[config.mk]
export PLATFORM = sky130hd
export DESIGN_NAME = lossy_pixel_run_length_encoder_unit
export DESIGN_NICKNAME = d
export VERILOG_FILES = /design/src/rtl/lprle_pkg.sv /design/src/rtl/lprle_front.sv /design/src/rtl/lprle_cmd_queue.sv /design/src/rtl/lprle_back.sv /design/src/rtl/lossy_pixel_run_length_encoder_unit.sv
export SDC_FILE = /design/constraint.sdc
export NUM_CORES = 1
export LEC_CHECK = 0
export BUFFER_PORTS_ARGS = -buffer_cell sky130_fd_sc_hd__buf_2
export CORE_MARGIN = 2
export CORE_UTILIZATION = 63
export DETAILED_ROUTE_END_ITERATION = 7
export PLACE_DENSITY = 0.82
export SETUP_SLACK_MARGIN = 0.5
export SLEW_MARGIN = 40
export SYNTH_ARGS = -nofsm -noshare
export SYNTH_HDL_FRONTEND = slang
export SYNTH_SLANG_ARGS = --single-unit
[constraint.sdc]
create_clock -name clock -period 17.3 [get_ports clock]
set_input_delay 1.73 -clock clock [delete_from_list [all_inputs] [get_ports clock]]
set_output_delay 1.73 -clock clock [all_outputs]
set_load 0.05 [all_outputs]
[src/rtl/lprle_pkg.sv]
// Shared types for the lossy pixel run-length encoder.
package lprle_pkg;

   localparam int unsigned WORD_W  = 32;
   localparam int unsigned COUNT_W = 8;
   localparam int unsigned DIST_W  = 18;

   // Register indexes on the configuration port, one 32-bit word apart.
   localparam logic REG_DISTANCE_THRESHOLD = 1'b0;
   localparam logic REG_MAX_RUN            = 1'b1;

   typedef struct packed {
      logic [DIST_W-1:0]  distance_threshold;
      logic [COUNT_W-1:0] max_run;
   } cfg_type;

   // One command from the classifier: an optional run break record (never
   // the last of a frame) and an optional frame-closing record.
   typedef struct packed {
      logic               brk_valid;
      logic [WORD_W-1:0]  brk_word;
      logic [COUNT_W-1:0] brk_count;
      logic               fin_valid;
      logic [WORD_W-1:0]  fin_word;
      logic [COUNT_W-1:0] fin_count;
   } cmd_type;

endpackage

[src/rtl/lprle_front.sv]
// Classifier: run state, byte distance test and command generation.
module lprle_front (
   input  logic                clock,
   input  logic                reset,
   input  lprle_pkg::cfg_type  cfg,
   input  logic                in_valid,
   input  logic [31:0]         pixel_word,
   input  logic                frame_end,
   output logic                cmd_push,
   output lprle_pkg::cmd_type  cmd
);
   import lprle_pkg::*;

   logic [WORD_W-1:0]  open_word_ff, open_word_in;
   logic [COUNT_W-1:0] run_len_ff, run_len_in;
   logic               frame_start_ff, frame_start_in;

   logic [WORD_W-1:0]  cur_open;
   logic [COUNT_W-1:0] cur_len;
   logic [7:0]         diff [4];
   logic [15:0]        sq [4];
   logic [DIST_W-1:0]  sq_sum;
   logic               join_run;
   logic [WORD_W-1:0]  new_open;
   logic [COUNT_W-1:0] new_len;

   always_comb begin
      // The first word of a frame opens its own run with length zero.
      cur_open = frame_start_ff ? pixel_word : open_word_ff;
      cur_len  = frame_start_ff ? '0 : run_len_ff;
      for (int k = 0; k < 4; k++) begin
         diff[k] = (pixel_word[8*k +: 8] > cur_open[8*k +: 8]) ?
                   (pixel_word[8*k +: 8] - cur_open[8*k +: 8]) :
                   (cur_open[8*k +: 8] - pixel_word[8*k +: 8]);
         sq[k]   = diff[k] * diff[k];
      end
      sq_sum = ({2'b00, sq[0]} + {2'b00, sq[1]}) + ({2'b00, sq[2]} + {2'b00, sq[3]});
      join_run = (sq_sum < cfg.distance_threshold) && (cur_len < cfg.max_run);
      new_open = join_run ? cur_open : pixel_word;
      new_len  = join_run ? cur_len + 8'd1 : 8'd1;

      cmd.brk_valid = !join_run;
      cmd.brk_word  = cur_open;
      cmd.brk_count = cur_len;
      cmd.fin_valid = frame_end;
      cmd.fin_word  = new_open;
      cmd.fin_count = new_len;
      cmd_push      = in_valid && (!join_run || frame_end);

      open_word_in   = open_word_ff;
      run_len_in     = run_len_ff;
      frame_start_in = frame_start_ff;
      if (in_valid) begin
         open_word_in   = new_open;
         run_len_in     = frame_end ? '0 : new_len;
         frame_start_in = frame_end;
      end
   end

   always_ff @(posedge clock) begin
      if (reset) begin
         open_word_ff   <= '0;
         run_len_ff     <= '0;
         frame_start_ff <= 1'b1;
      end else begin
         open_word_ff   <= open_word_in;
         run_len_ff     <= run_len_in;
         frame_start_ff <= frame_start_in;
      end
   end

`ifndef SYNTHESIS
   a_end_opens_frame: assert property (@(posedge clock) disable iff (reset)
      in_valid && frame_end |=> frame_start_ff && run_len_ff == '0)
      else $error("frame end did not rearm frame start");
   a_open_run_nonzero: assert property (@(posedge clock) disable iff (reset)
      !frame_start_ff |-> run_len_ff != '0)
      else $error("open run has zero length inside a frame");
   a_push_has_record: assert property (@(posedge clock) disable iff (reset)
      cmd_push |-> cmd.brk_valid || cmd.fin_valid)
      else $error("command pushed without any record");
`endif
endmodule

[src/rtl/lprle_cmd_queue.sv]
// Short command queue between the classifier and the record emitter.
module lprle_cmd_queue #(
   parameter int unsigned DEPTH = 4
) (
   input  logic                clock,
   input  logic                reset,
   input  logic                push,
   input  lprle_pkg::cmd_type  push_cmd,
   output logic                full,
   input  logic                pop,
   output lprle_pkg::cmd_type  head_cmd,
   output logic                empty
);
   import lprle_pkg::*;

   localparam int unsigned PTR_W = (DEPTH > 1) ? $clog2(DEPTH) : 1;
   localparam int unsigned CNT_W = $clog2(DEPTH + 1);
   localparam logic [PTR_W-1:0] LAST_PTR = PTR_W'(DEPTH - 1);
   localparam logic [CNT_W-1:0] FULL_CNT = CNT_W'(DEPTH);

   cmd_type           slot_ff [DEPTH];
   logic [PTR_W-1:0]  wr_ptr_ff, wr_ptr_in;
   logic [PTR_W-1:0]  rd_ptr_ff, rd_ptr_in;
   logic [CNT_W-1:0]  count_ff, count_in;
   logic              do_push, do_pop;

   assign full     = (count_ff == FULL_CNT);
   assign empty    = (count_ff == '0);
   assign head_cmd = slot_ff[rd_ptr_ff];
   assign do_push  = push && !full;
   assign do_pop   = pop && !empty;

   always_comb begin
      wr_ptr_in = wr_ptr_ff;
      rd_ptr_in = rd_ptr_ff;
      count_in  = count_ff;
      if (do_push) begin
         wr_ptr_in = (wr_ptr_ff == LAST_PTR) ? '0 : wr_ptr_ff + 1'b1;
      end
      if (do_pop) begin
         rd_ptr_in = (rd_ptr_ff == LAST_PTR) ? '0 : rd_ptr_ff + 1'b1;
      end
      if (do_push && !do_pop) begin
         count_in = count_ff + 1'b1;
      end else if (do_pop && !do_push) begin
         count_in = count_ff - 1'b1;
      end
   end

   always_ff @(posedge clock) begin
      if (reset) begin
         wr_ptr_ff <= '0;
         rd_ptr_ff <= '0;
         count_ff  <= '0;
      end else begin
         wr_ptr_ff <= wr_ptr_in;
         rd_ptr_ff <= rd_ptr_in;
         count_ff  <= count_in;
      end
   end

   always_ff @(posedge clock) begin
      if (do_push) begin
         slot_ff[wr_ptr_ff] <= push_cmd;
      end
   end

`ifndef SYNTHESIS
   a_count_bound: assert property (@(posedge clock) disable iff (reset)
      count_ff <= FULL_CNT)
      else $error("queue count exceeds depth");
   a_push_when_full: assert property (@(posedge clock) disable iff (reset)
      push |-> !full)
      else $error("push while queue is full");
   a_ptr_track: assert property (@(posedge clock) disable iff (reset)
      empty |-> wr_ptr_ff == rd_ptr_ff)
      else $error("empty queue with unequal pointers");
`endif
endmodule

[src/rtl/lprle_back.sv]
// Record emitter: expands each queued command into one or two records.
module lprle_back (
   input  logic                clock,
   input  logic                reset,
   input  lprle_pkg::cmd_type  head_cmd,
   input  logic                q_empty,
   output logic                q_pop,
   output logic                rsp_empty,
   input  logic                rsp_pop,
   output logic [31:0]         rsp_run_word,
   output logic [7:0]          rsp_run_count,
   output logic                rsp_last_record
);
   import lprle_pkg::*;

   logic phase_ff, phase_in;
   logic sel_fin;
   logic xfer;

   always_comb begin
      // Once the break record has been taken, the frame-closing one follows.
      sel_fin         = !head_cmd.brk_valid || phase_ff;
      rsp_empty       = q_empty;
      rsp_run_word    = sel_fin ? head_cmd.fin_word : head_cmd.brk_word;
      rsp_run_count   = sel_fin ? head_cmd.fin_count : head_cmd.brk_count;
      rsp_last_record = sel_fin;
      xfer            = rsp_pop && !q_empty;
      q_pop           = xfer && (sel_fin || !head_cmd.fin_valid);
      phase_in        = phase_ff;
      if (q_pop) begin
         phase_in = 1'b0;
      end else if (xfer) begin
         phase_in = 1'b1;
      end
   end

   always_ff @(posedge clock) begin
      if (reset) begin
         phase_ff <= 1'b0;
      end else begin
         phase_ff <= phase_in;
      end
   end

`ifndef SYNTHESIS
   a_phase_head: assert property (@(posedge clock) disable iff (reset)
      phase_ff |-> !q_empty && head_cmd.brk_valid && head_cmd.fin_valid)
      else $error("second record pending without a two-record command");
   a_phase_holds: assert property (@(posedge clock) disable iff (reset)
      phase_ff && !rsp_pop |=> phase_ff)
      else $error("pending second record lost while stalled");
`endif
endmodule

[src/rtl/lossy_pixel_run_length_encoder_unit.sv]
// Top level of the lossy pixel run-length encoder with its register port.
//
//   channel  | ports                                    | transfer when
//   ---------+------------------------------------------+-------------------------------
//   request  | req_pixel_word, req_frame_end            | req_push && !req_full
//   response | rsp_run_word, rsp_run_count,             | rsp_pop && !rsp_empty
//            | rsp_last_record                          |
//   csr      | csr_paddr, csr_pwdata, csr_prdata        | csr_psel && csr_penable && csr_pwrite
//
// A word is classified in the cycle it is transferred; one word per cycle is accepted
// while the command queue has room. The emitter gives one record per cycle while rsp_pop is high,
// so a word closing a frame after a run break gives a break record and then a closing record.
// Records appear on the response ports once the word's command is registered and at the queue head.
// Reset clears the run state and queue; no clearing pass is needed.
// A stalled response side fills the queue of QUEUE_DEPTH commands, then req_full rises.
module lossy_pixel_run_length_encoder_unit #(
   parameter int unsigned QUEUE_DEPTH = 4
) (
   input  logic        clock,
   input  logic        reset,
   input  logic        req_push,
   output logic        req_full,
   input  logic [31:0] req_pixel_word,
   input  logic        req_frame_end,
   output logic        rsp_empty,
   input  logic        rsp_pop,
   output logic [31:0] rsp_run_word,
   output logic [7:0]  rsp_run_count,
   output logic        rsp_last_record,
   input  logic        csr_psel,
   input  logic        csr_penable,
   input  logic        csr_pwrite,
   input  logic [2:0]  csr_paddr,
   input  logic [31:0] csr_pwdata,
   output logic [31:0] csr_prdata,
   output logic        csr_pready
);
   import lprle_pkg::*;

   logic [DIST_W-1:0]  thresh_ff, thresh_in;
   logic [COUNT_W-1:0] max_run_ff, max_run_in;
   logic               csr_write;
   logic               reg_sel;
   cfg_type            cfg;
   logic               in_valid;
   logic               cmd_push;
   cmd_type            cmd;
   cmd_type            head_cmd;
   logic               q_empty;
   logic               q_pop;

   assign csr_pready = 1'b1;
   assign csr_write  = csr_psel && csr_penable && csr_pwrite;
   assign reg_sel    = csr_paddr[2];

   always_comb begin
      thresh_in  = thresh_ff;
      max_run_in = max_run_ff;
      if (csr_write) begin
         case (reg_sel)
            REG_DISTANCE_THRESHOLD: thresh_in  = csr_pwdata[DIST_W-1:0];
            REG_MAX_RUN:            max_run_in = csr_pwdata[COUNT_W-1:0];
            default: begin
               thresh_in  = thresh_ff;
               max_run_in = max_run_ff;
            end
         endcase
      end
      case (reg_sel)
         REG_DISTANCE_THRESHOLD: csr_prdata = {{(32-DIST_W){1'b0}}, thresh_ff};
         REG_MAX_RUN:            csr_prdata = {{(32-COUNT_W){1'b0}}, max_run_ff};
         default:                csr_prdata = '0;
      endcase
   end

   always_ff @(posedge clock) begin
      if (reset) begin
         thresh_ff  <= DIST_W'(110);
         max_run_ff <= COUNT_W'(255);
      end else begin
         thresh_ff  <= thresh_in;
         max_run_ff <= max_run_in;
      end
   end

   assign cfg.distance_threshold = thresh_ff;
   assign cfg.max_run            = max_run_ff;
   assign in_valid               = req_push && !req_full;

   lprle_front u_front (
      .clock      (clock),
      .reset      (reset),
      .cfg        (cfg),
      .in_valid   (in_valid),
      .pixel_word (req_pixel_word),
      .frame_end  (req_frame_end),
      .cmd_push   (cmd_push),
      .cmd        (cmd)
   );

   lprle_cmd_queue #(
      .DEPTH (QUEUE_DEPTH)
   ) u_queue (
      .clock    (clock),
      .reset    (reset),
      .push     (cmd_push),
      .push_cmd (cmd),
      .full     (req_full),
      .pop      (q_pop),
      .head_cmd (head_cmd),
      .empty    (q_empty)
   );

   lprle_back u_back (
      .clock           (clock),
      .reset           (reset),
      .head_cmd        (head_cmd),
      .q_empty         (q_empty),
      .q_pop           (q_pop),
      .rsp_empty       (rsp_empty),
      .rsp_pop         (rsp_pop),
      .rsp_run_word    (rsp_run_word),
      .rsp_run_count   (rsp_run_count),
      .rsp_last_record (rsp_last_record)
   );

`ifndef SYNTHESIS
   a_cfg_write: assert property (@(posedge clock) disable iff (reset)
      csr_write && reg_sel == REG_MAX_RUN |=> max_run_ff == $past(csr_pwdata[COUNT_W-1:0]))
      else $error("max_run write not applied");
   a_thresh_write: assert property (@(posedge clock) disable iff (reset)
      csr_write && reg_sel == REG_DISTANCE_THRESHOLD
      |=> thresh_ff == $past(csr_pwdata[DIST_W-1:0]))
      else $error("distance_threshold write not applied");
   a_full_blocks: assert property (@(posedge clock) disable iff (reset)
      req_full |-> !cmd_push)
      else $error("command generated while queue is full");
`endif
endmodule

==> qor.yml, run 1 <==
logic_synthesis:
  cell_area_after_technology_mapping_um2: 27300
  synth_top_flop_cell: "sky130_fd_sc_hd__edfxtp_1"
  arithmetic_cell_share_of_the_synthesized_area_counting_full_adders_half_adders_and_majority_gates_pct: 21.8
  post_synth_most_frequent_cells: "sky130_fd_sc_hd__inv_1, sky130_fd_sc_hd__edfxtp_1, sky130_fd_sc_hd__ha_1, sky130_fd_sc_hd__nand2_1, sky130_fd_sc_hd__fa_1"
  postSynthCellCount: 2326
  largest_family_of_logic_cells_by_synthesized_area: "adder cells"
  synth.ff_latch_count: 405
  synth.largest_area_cell: "sky130_fd_sc_hd__edfxtp_1"
  synth_xor_xnor_area_share_pct: 2.62
  synth.area.top_cells: "sky130_fd_sc_hd__edfxtp_1, sky130_fd_sc_hd__fa_1, sky130_fd_sc_hd__ha_1"
  asyncSetResetFlopFracSynth_pct: 0
  post-synth-top-area-fraction_pct: 36.1
  synth_edf_count: 328
  synthSimpleGateAreaFrac_pct: 8.39
  ys.warnings.count: 0
  post-synth-top-count-cell: "sky130_fd_sc_hd__inv_1"
  synth-compound-area-share_pct: 6.86
  synth.mux.area_fraction_pct: 12.0
  postSynthAreaPerCell_um2: 11.7
  synth.distinct_cells: 79
  seq_area_frac_synth_pct: 41.7
clocking:
  cts_tree: "done"
  clkSlewWorstSetupHoldPaths_ps: 60
  post_cts_resized: 0
  clkSinkCount: 405
  h-tree-depth: 2
  clk_root_buffer_cell: "sky130_fd_sc_hd__clkbuf_16"
  post-cts-setup-buffer-count: 0
  worstSkewPairLatency_ps: 560
  cts_buffers: 41
  max-clock-path-buffers: 3
  holdBufCountCts: 0
placed_design:
  place_hpwl_um: 41800
  routability_driven_placement_congestion_ratio: 0.887
  placedCellCount: 2967
  place.port_buffers: 119
timing:
  unrepaired_setup_endpoints_after_global_routing: "no"
  final.period_utilization_pct: 86.0
  period_needed_ps: 14880
  slew_headroom_pct: 37.4
  maxClockFrequency_mhz: 67.2
  final-setup-viol-count: 0
  worst_pin_slew_ps: 932
  fin_setup_tns_ps: 0
  final-hold-violation-count: 0
  max_slew_violation_count: 0
  finalClockSkew_ps: 21.9
global_routing:
  grt_overflow_total: 0
  groute.usage.overall_pct: 27.1
  number_of_global_route_vias_before_repair: 18600
  grt_first_pass_wirelength_um: 94900
  maximum_number_of_pins_on_one_net_before_global_route_repair: 83
  grt_antenna_before_repair: 4
floorplanning:
  io_pins: 151
  core-area_um2: 42900
  die-width_um: 212
  row_count: 76
  initial_utilization_pct: 63.6
  overall_die_area_um2: 45000
  floorplan.die.height_um: 212
routing:
  drc_errors: 0
  drt.antenna.violating_nets: 0
  wl_um: 59200
  route.vias.total: 18000
  route.detailed.vias_per_inst: 5.90
  drt_first_iter_violations: 1434
  first_pass_iters: 5
  wl_per_cell_um: 19.4
flow_run:
  drv_cap: 0
hold_path:
  min_path_cells: 2
  hold_class: "reg2reg"
  timing.hold.worst_endpoint: "thresh_ff[8]"
  min-delay-start: "thresh_ff[8]"
final_layout:
  stdcell_count: 3049
  areaGrowthSynthToFinish_pct: 9.19
  finalCoreUtilization_pct: 69.5
  nets: 2879
  layout.area.seq_um2: 11400
  post_route_cells_drive_above_1_share_pct: 15.2
  final.fill_count: 2873
  multi_input_logic_area_um2: 14300
critical_path:
  setup.reg_to_reg.worst_slack_ps: 2770
  regToRegEndpoint: "u_front.open_word_ff[1]"
  max_stage_delay_ps: 890
  worst-r2r-cell-count: 45
  timing.critical_path.from_type: "input port"
  timing.critical_path.mode_cell: "sky130_fd_sc_hd__inv_1"
  critPathRequiredTime_ps: 17710
  crit_arrival_ps: 15290
  crit_fanout: 59
  critical_path.endpoint_type: "flip-flop"
  reg_to_reg_start: "u_front.frame_start_ff"
  crit_type: "in2reg"
  crit_path_top_delay_cell: "sky130_fd_sc_hd__clkinv_1"
run_status:
  outcome: "complete, no violations"
==> routing by layer <==
layer  vias up  part of all wire [%]  wire, um  GRT usage, %
met5         -                     0         0             0
met4         0                   2.9      1700          9.52
met3       126                   7.4      4390          3.62
met2       730                    49     28900          45.9
met1      8927                    41     24200          36.3
li1       8196                     -         -             -
==> registers in the layout, indices dropped and copies added (netlist names), named ones only <==
register / cells
max_run_ff: 8
u_queue.rd_ptr_ff: 2
u_front.run_len_ff: 8
u_front.open_word_ff: 32
u_queue.count_ff: 3
u_front.frame_start_ff: 1
thresh_ff: 18
u_queue.wr_ptr_ff: 2
u_queue.slot_ff: 328
u_back.phase_ff: 1
==> cell usage in the layout (no fill, tap or decap), types with 80 or more instances in the layout <==
| cell | n |
|---|---|
| sky130_fd_sc_hd__buf_2 | 119 |
| sky130_fd_sc_hd__edfxtp_1 | 328 |
| sky130_fd_sc_hd__mux4_2 | 82 |
| sky130_fd_sc_hd__nand2_1 | 180 |
| sky130_fd_sc_hd__o21ai_0 | 80 |
| sky130_fd_sc_hd__fa_1 | 162 |
| sky130_fd_sc_hd__mux2i_1 | 86 |
| sky130_fd_sc_hd__ha_1 | 216 |
| sky130_fd_sc_hd__inv_1 | 358 |
| sky130_fd_sc_hd__nor2_1 | 140 |
==> logic make-up after synthesis <==
family                   after synthesis
AND/OR/NAND/NOR                      501
AO/OA/AOI/OAI                        289
buffers and inverters                454
XOR/XNOR                              79
other                                  2
flip-flops                           405
adder cells (fa/ha/maj)              378
multiplexers                         218
==> cell type report <==
class / instances / share of cell area, %
Tap cell: 585 / 2.46
Inverter: 362 / 4.57
Multi-Input combinational cell: 1480 / 47.9
Antenna cell: 7 / 0.0588
Sequential cell: 405 / 38.3
Clock buffer: 49 / 3.65
Timing Repair Buffer: 136 / 2.50
Clock inverter: 25 / 0.622
==> worst max-delay path: cells and delay by family <==
kind | cells | cell delay (ps)
adders and majority gates | 10 | 4450
AOI/OAI and AO/OA | 13 | 3720
buffers and inverters | 11 | 2710
and+or+nand+nor | 7 | 1110
muxes | 3 | 760
xor gates and xnor gates | 2 | 730
==> worst max path at each step <==
stage | start | endpoint | slack, ps | cells past startpoint
after global routing | req_pixel_word[9] | u_front.open_word_ff[3] | 1830 | 47
after detailed placement | req_pixel_word[4] | u_front.open_word_ff[0] | 2580 | 46
after CTS | req_pixel_word[5] | u_front.open_word_ff[18] | 3070 | 46
after global placement | req_pixel_word[9] | u_front.open_word_ff[1] | 2530 | 47
final | req_pixel_word[5] | u_front.open_word_ff[1] | 2420 | 46
after floorplan | req_pixel_word[9] | u_queue.slot_ff[3][0] | 3950 | 41
==> through the flow <==
| stage | worst slack (ps) | hold slack, ps | instance area [um^2] |
|---|---|---|---|
| floorplan | 3950 | 417 | 27300 |
| detailed placement | 2580 | 444 | 28500 |
| finish | 2420 | 456 | 29800 |
| global route | 1830 | 470 | 29800 |
| CTS | 3070 | 456 | 29700 |
| global placement | 2530 | 428 | 28400 |
Power of run 1 is not shown: default switching activity piles up to over one toggle a cycle in this logic, so the estimate is an artifact.
==> run 2: changes to the inputs <==
Settings changed: CORE_UTILIZATION 63 to 60, PLACE_DENSITY 0.82 to 0.79.
==> run 2 against run 1 <==
Flip-flop and latch count did not move; clock-buffer cell count decreased by 1; via count is 0.57% lower; utilization decreased by 2.9 points; register-to-register slack improved by 520 ps; clock skew shrank 6.3 ps; global-route usage fell by 0.83 points; worst setup slack better by 870 ps; routed wire length increased by 1.1%; sequential share of layout area shrank 0.31 points; worst hold slack about the same; maximum frequency grew 6.2%; highest routed layer is now met5.
==> qor.yml, run 2 (synthesis gave the netlist of run 1 again) <==
run_status:
  outcome: "complete, no violations"
clocking:
  max-clock-path-buffers: 3
  cts_buffers: 42
  clkSinkCount: 405
  cts_tree: "done"
  h-tree-depth: 2
  post-cts-setup-buffer-count: 0
  holdBufCountCts: 0
  clk_root_buffer_cell: "sky130_fd_sc_hd__clkbuf_16"
  post_cts_resized: 0
  worstSkewPairLatency_ps: 570
  clkSlewWorstSetupHoldPaths_ps: 60
global_routing:
  grt_antenna_before_repair: 6
  groute.usage.overall_pct: 26.3
  grt_overflow_total: 0
  grt_first_pass_wirelength_um: 97300
  number_of_global_route_vias_before_repair: 18800
  maximum_number_of_pins_on_one_net_before_global_route_repair: 68
timing:
  final.period_utilization_pct: 81.0
  final-hold-violation-count: 0
  unrepaired_setup_endpoints_after_global_routing: "no"
  max_slew_violation_count: 0
  slew_headroom_pct: 40.8
  maxClockFrequency_mhz: 71.4
  fin_setup_tns_ps: 0
  finalClockSkew_ps: 15.6
  period_needed_ps: 14010
  worst_pin_slew_ps: 864
  final-setup-viol-count: 0
critical_path:
  setup.reg_to_reg.worst_slack_ps: 3290
  max_stage_delay_ps: 700
  crit_fanout: 59
  critical_path.endpoint_type: "flip-flop"
  reg_to_reg_start: "u_front.frame_start_ff"
  crit_path_top_delay_cell: "sky130_fd_sc_hd__dfxtp_2"
  regToRegEndpoint: "u_queue.slot_ff[1][31]"
  worstPathBufferInverterCount: 7
  timing.critical_path.mode_cell: "sky130_fd_sc_hd__fa_1"
  cp-startpoint: "u_front.frame_start_ff"
  critical-path-top-delay-family: "compound AO/OA/AOI/OAI gates"
  crit_arrival_ps: 14300
  critPathRequiredTime_ps: 17590
  worst-r2r-cell-count: 46
  timing.critical_path.from_type: "flip-flop"
  crit_type: "reg2reg"
  crit_end: "u_queue.slot_ff[1][31]"
  number_of_cells_on_the_critical_path: 46
floorplanning:
  overall_die_area_um2: 47200
  floorplan.die.height_um: 217
  initial_utilization_pct: 60.5
  row_count: 78
  die-width_um: 217
  io_pins: 151
  core-area_um2: 45100
routing:
  drc_errors: 0
  wl_per_cell_um: 19.5
  drt_first_iter_violations: 1385
  route.vias.total: 17900
  route.detailed.vias_per_inst: 5.83
  wl_um: 59800
  drt.antenna.violating_nets: 0
  first_pass_iters: 5
final_layout:
  nets: 2879
  reg.largest.list: "u_queue.slot_ff (328), u_front.open_word_ff (32), thresh_ff (18)"
  post_route_cells_drive_above_1_share_pct: 15.9
  layout.cells.most_common: "sky130_fd_sc_hd__inv_1"
  areaGrowthSynthToFinish_pct: 10.1
  finalCoreUtilization_pct: 66.6
  fin_area_um2: 30000
  layout_common_cells: "sky130_fd_sc_hd__inv_1, sky130_fd_sc_hd__edfxtp_1, sky130_fd_sc_hd__ha_1"
  top_register: "u_queue.slot_ff"
  final.fill_count: 3232
  largest_register_ffs: 328
hold_path:
  min-delay-start: "thresh_ff[10]"
  hold_class: "reg2reg"
placed_design:
  place.port_buffers: 119
  placed_area_um2: 28500
  routability_driven_placement_congestion_ratio: 0.929
  place_hpwl_um: 42300
flow_run:
  drv_cap: 0
[run 2: final cells by class]
type | instances | area [um^2] | area share [%]
Multi-Input combinational cell | 1480 | 14300 | 47.5
Clock inverter | 30 | 408 | 1.36
Sequential cell | 405 | 11400 | 38.0
Timing Repair Buffer | 135 | 726 | 2.42
Inverter | 362 | 1360 | 4.53
Clock buffer | 48 | 1100 | 3.68
Antenna cell | 4 | 10.0 | 0.0333
Tap cell | 600 | 751 | 2.50
[run 2: worst min path at each step]
| stage | cells past startpoint | to |
|---|---|---|
| floorplan | 2 | u_front.run_len_ff[7] |
| global placement | 2 | u_front.run_len_ff[7] |
| detailed placement | 2 | u_front.run_len_ff[7] |
| CTS | 2 | thresh_ff[10] |
| global route | 2 | thresh_ff[10] |
| finish | 2 | thresh_ff[10] |
[run 2: worst register-to-register path, delay by kind of cell (launching register included)]
kind / cells / cell delay [ps]
AO/OA/AOI/OAI: 16 / 4210
adder cells (fa/ha/maj): 9 / 4000
XOR/XNOR: 3 / 760
AND/OR/NAND/NOR: 9 / 1680
multiplexers: 2 / 560
buffers and inverters: 7 / 1850
flip-flops: 1 / 700
[run 2: per-layer routing]
metal | GRT usage, % | routed length [um]
met5 | 0 | 23
met2 | 45.0 | 29700
met3 | 3.77 | 3430
met4 | 7.76 | 1470
met1 | 35.0 | 25100
[run 2: per-stage QoR]
stage / hold slack, ps / setup slack [ps] / cells
after floorplan: 417 / 3950 / 2339
after global placement: 426 / 2910 / 2982
after detailed placement: 445 / 3110 / 2982
after CTS: 455 / 3530 / 3060
after global routing: 473 / 2550 / 3064
final: 455 / 3290 / 3064
Power of run 2 is left out for the same reason.
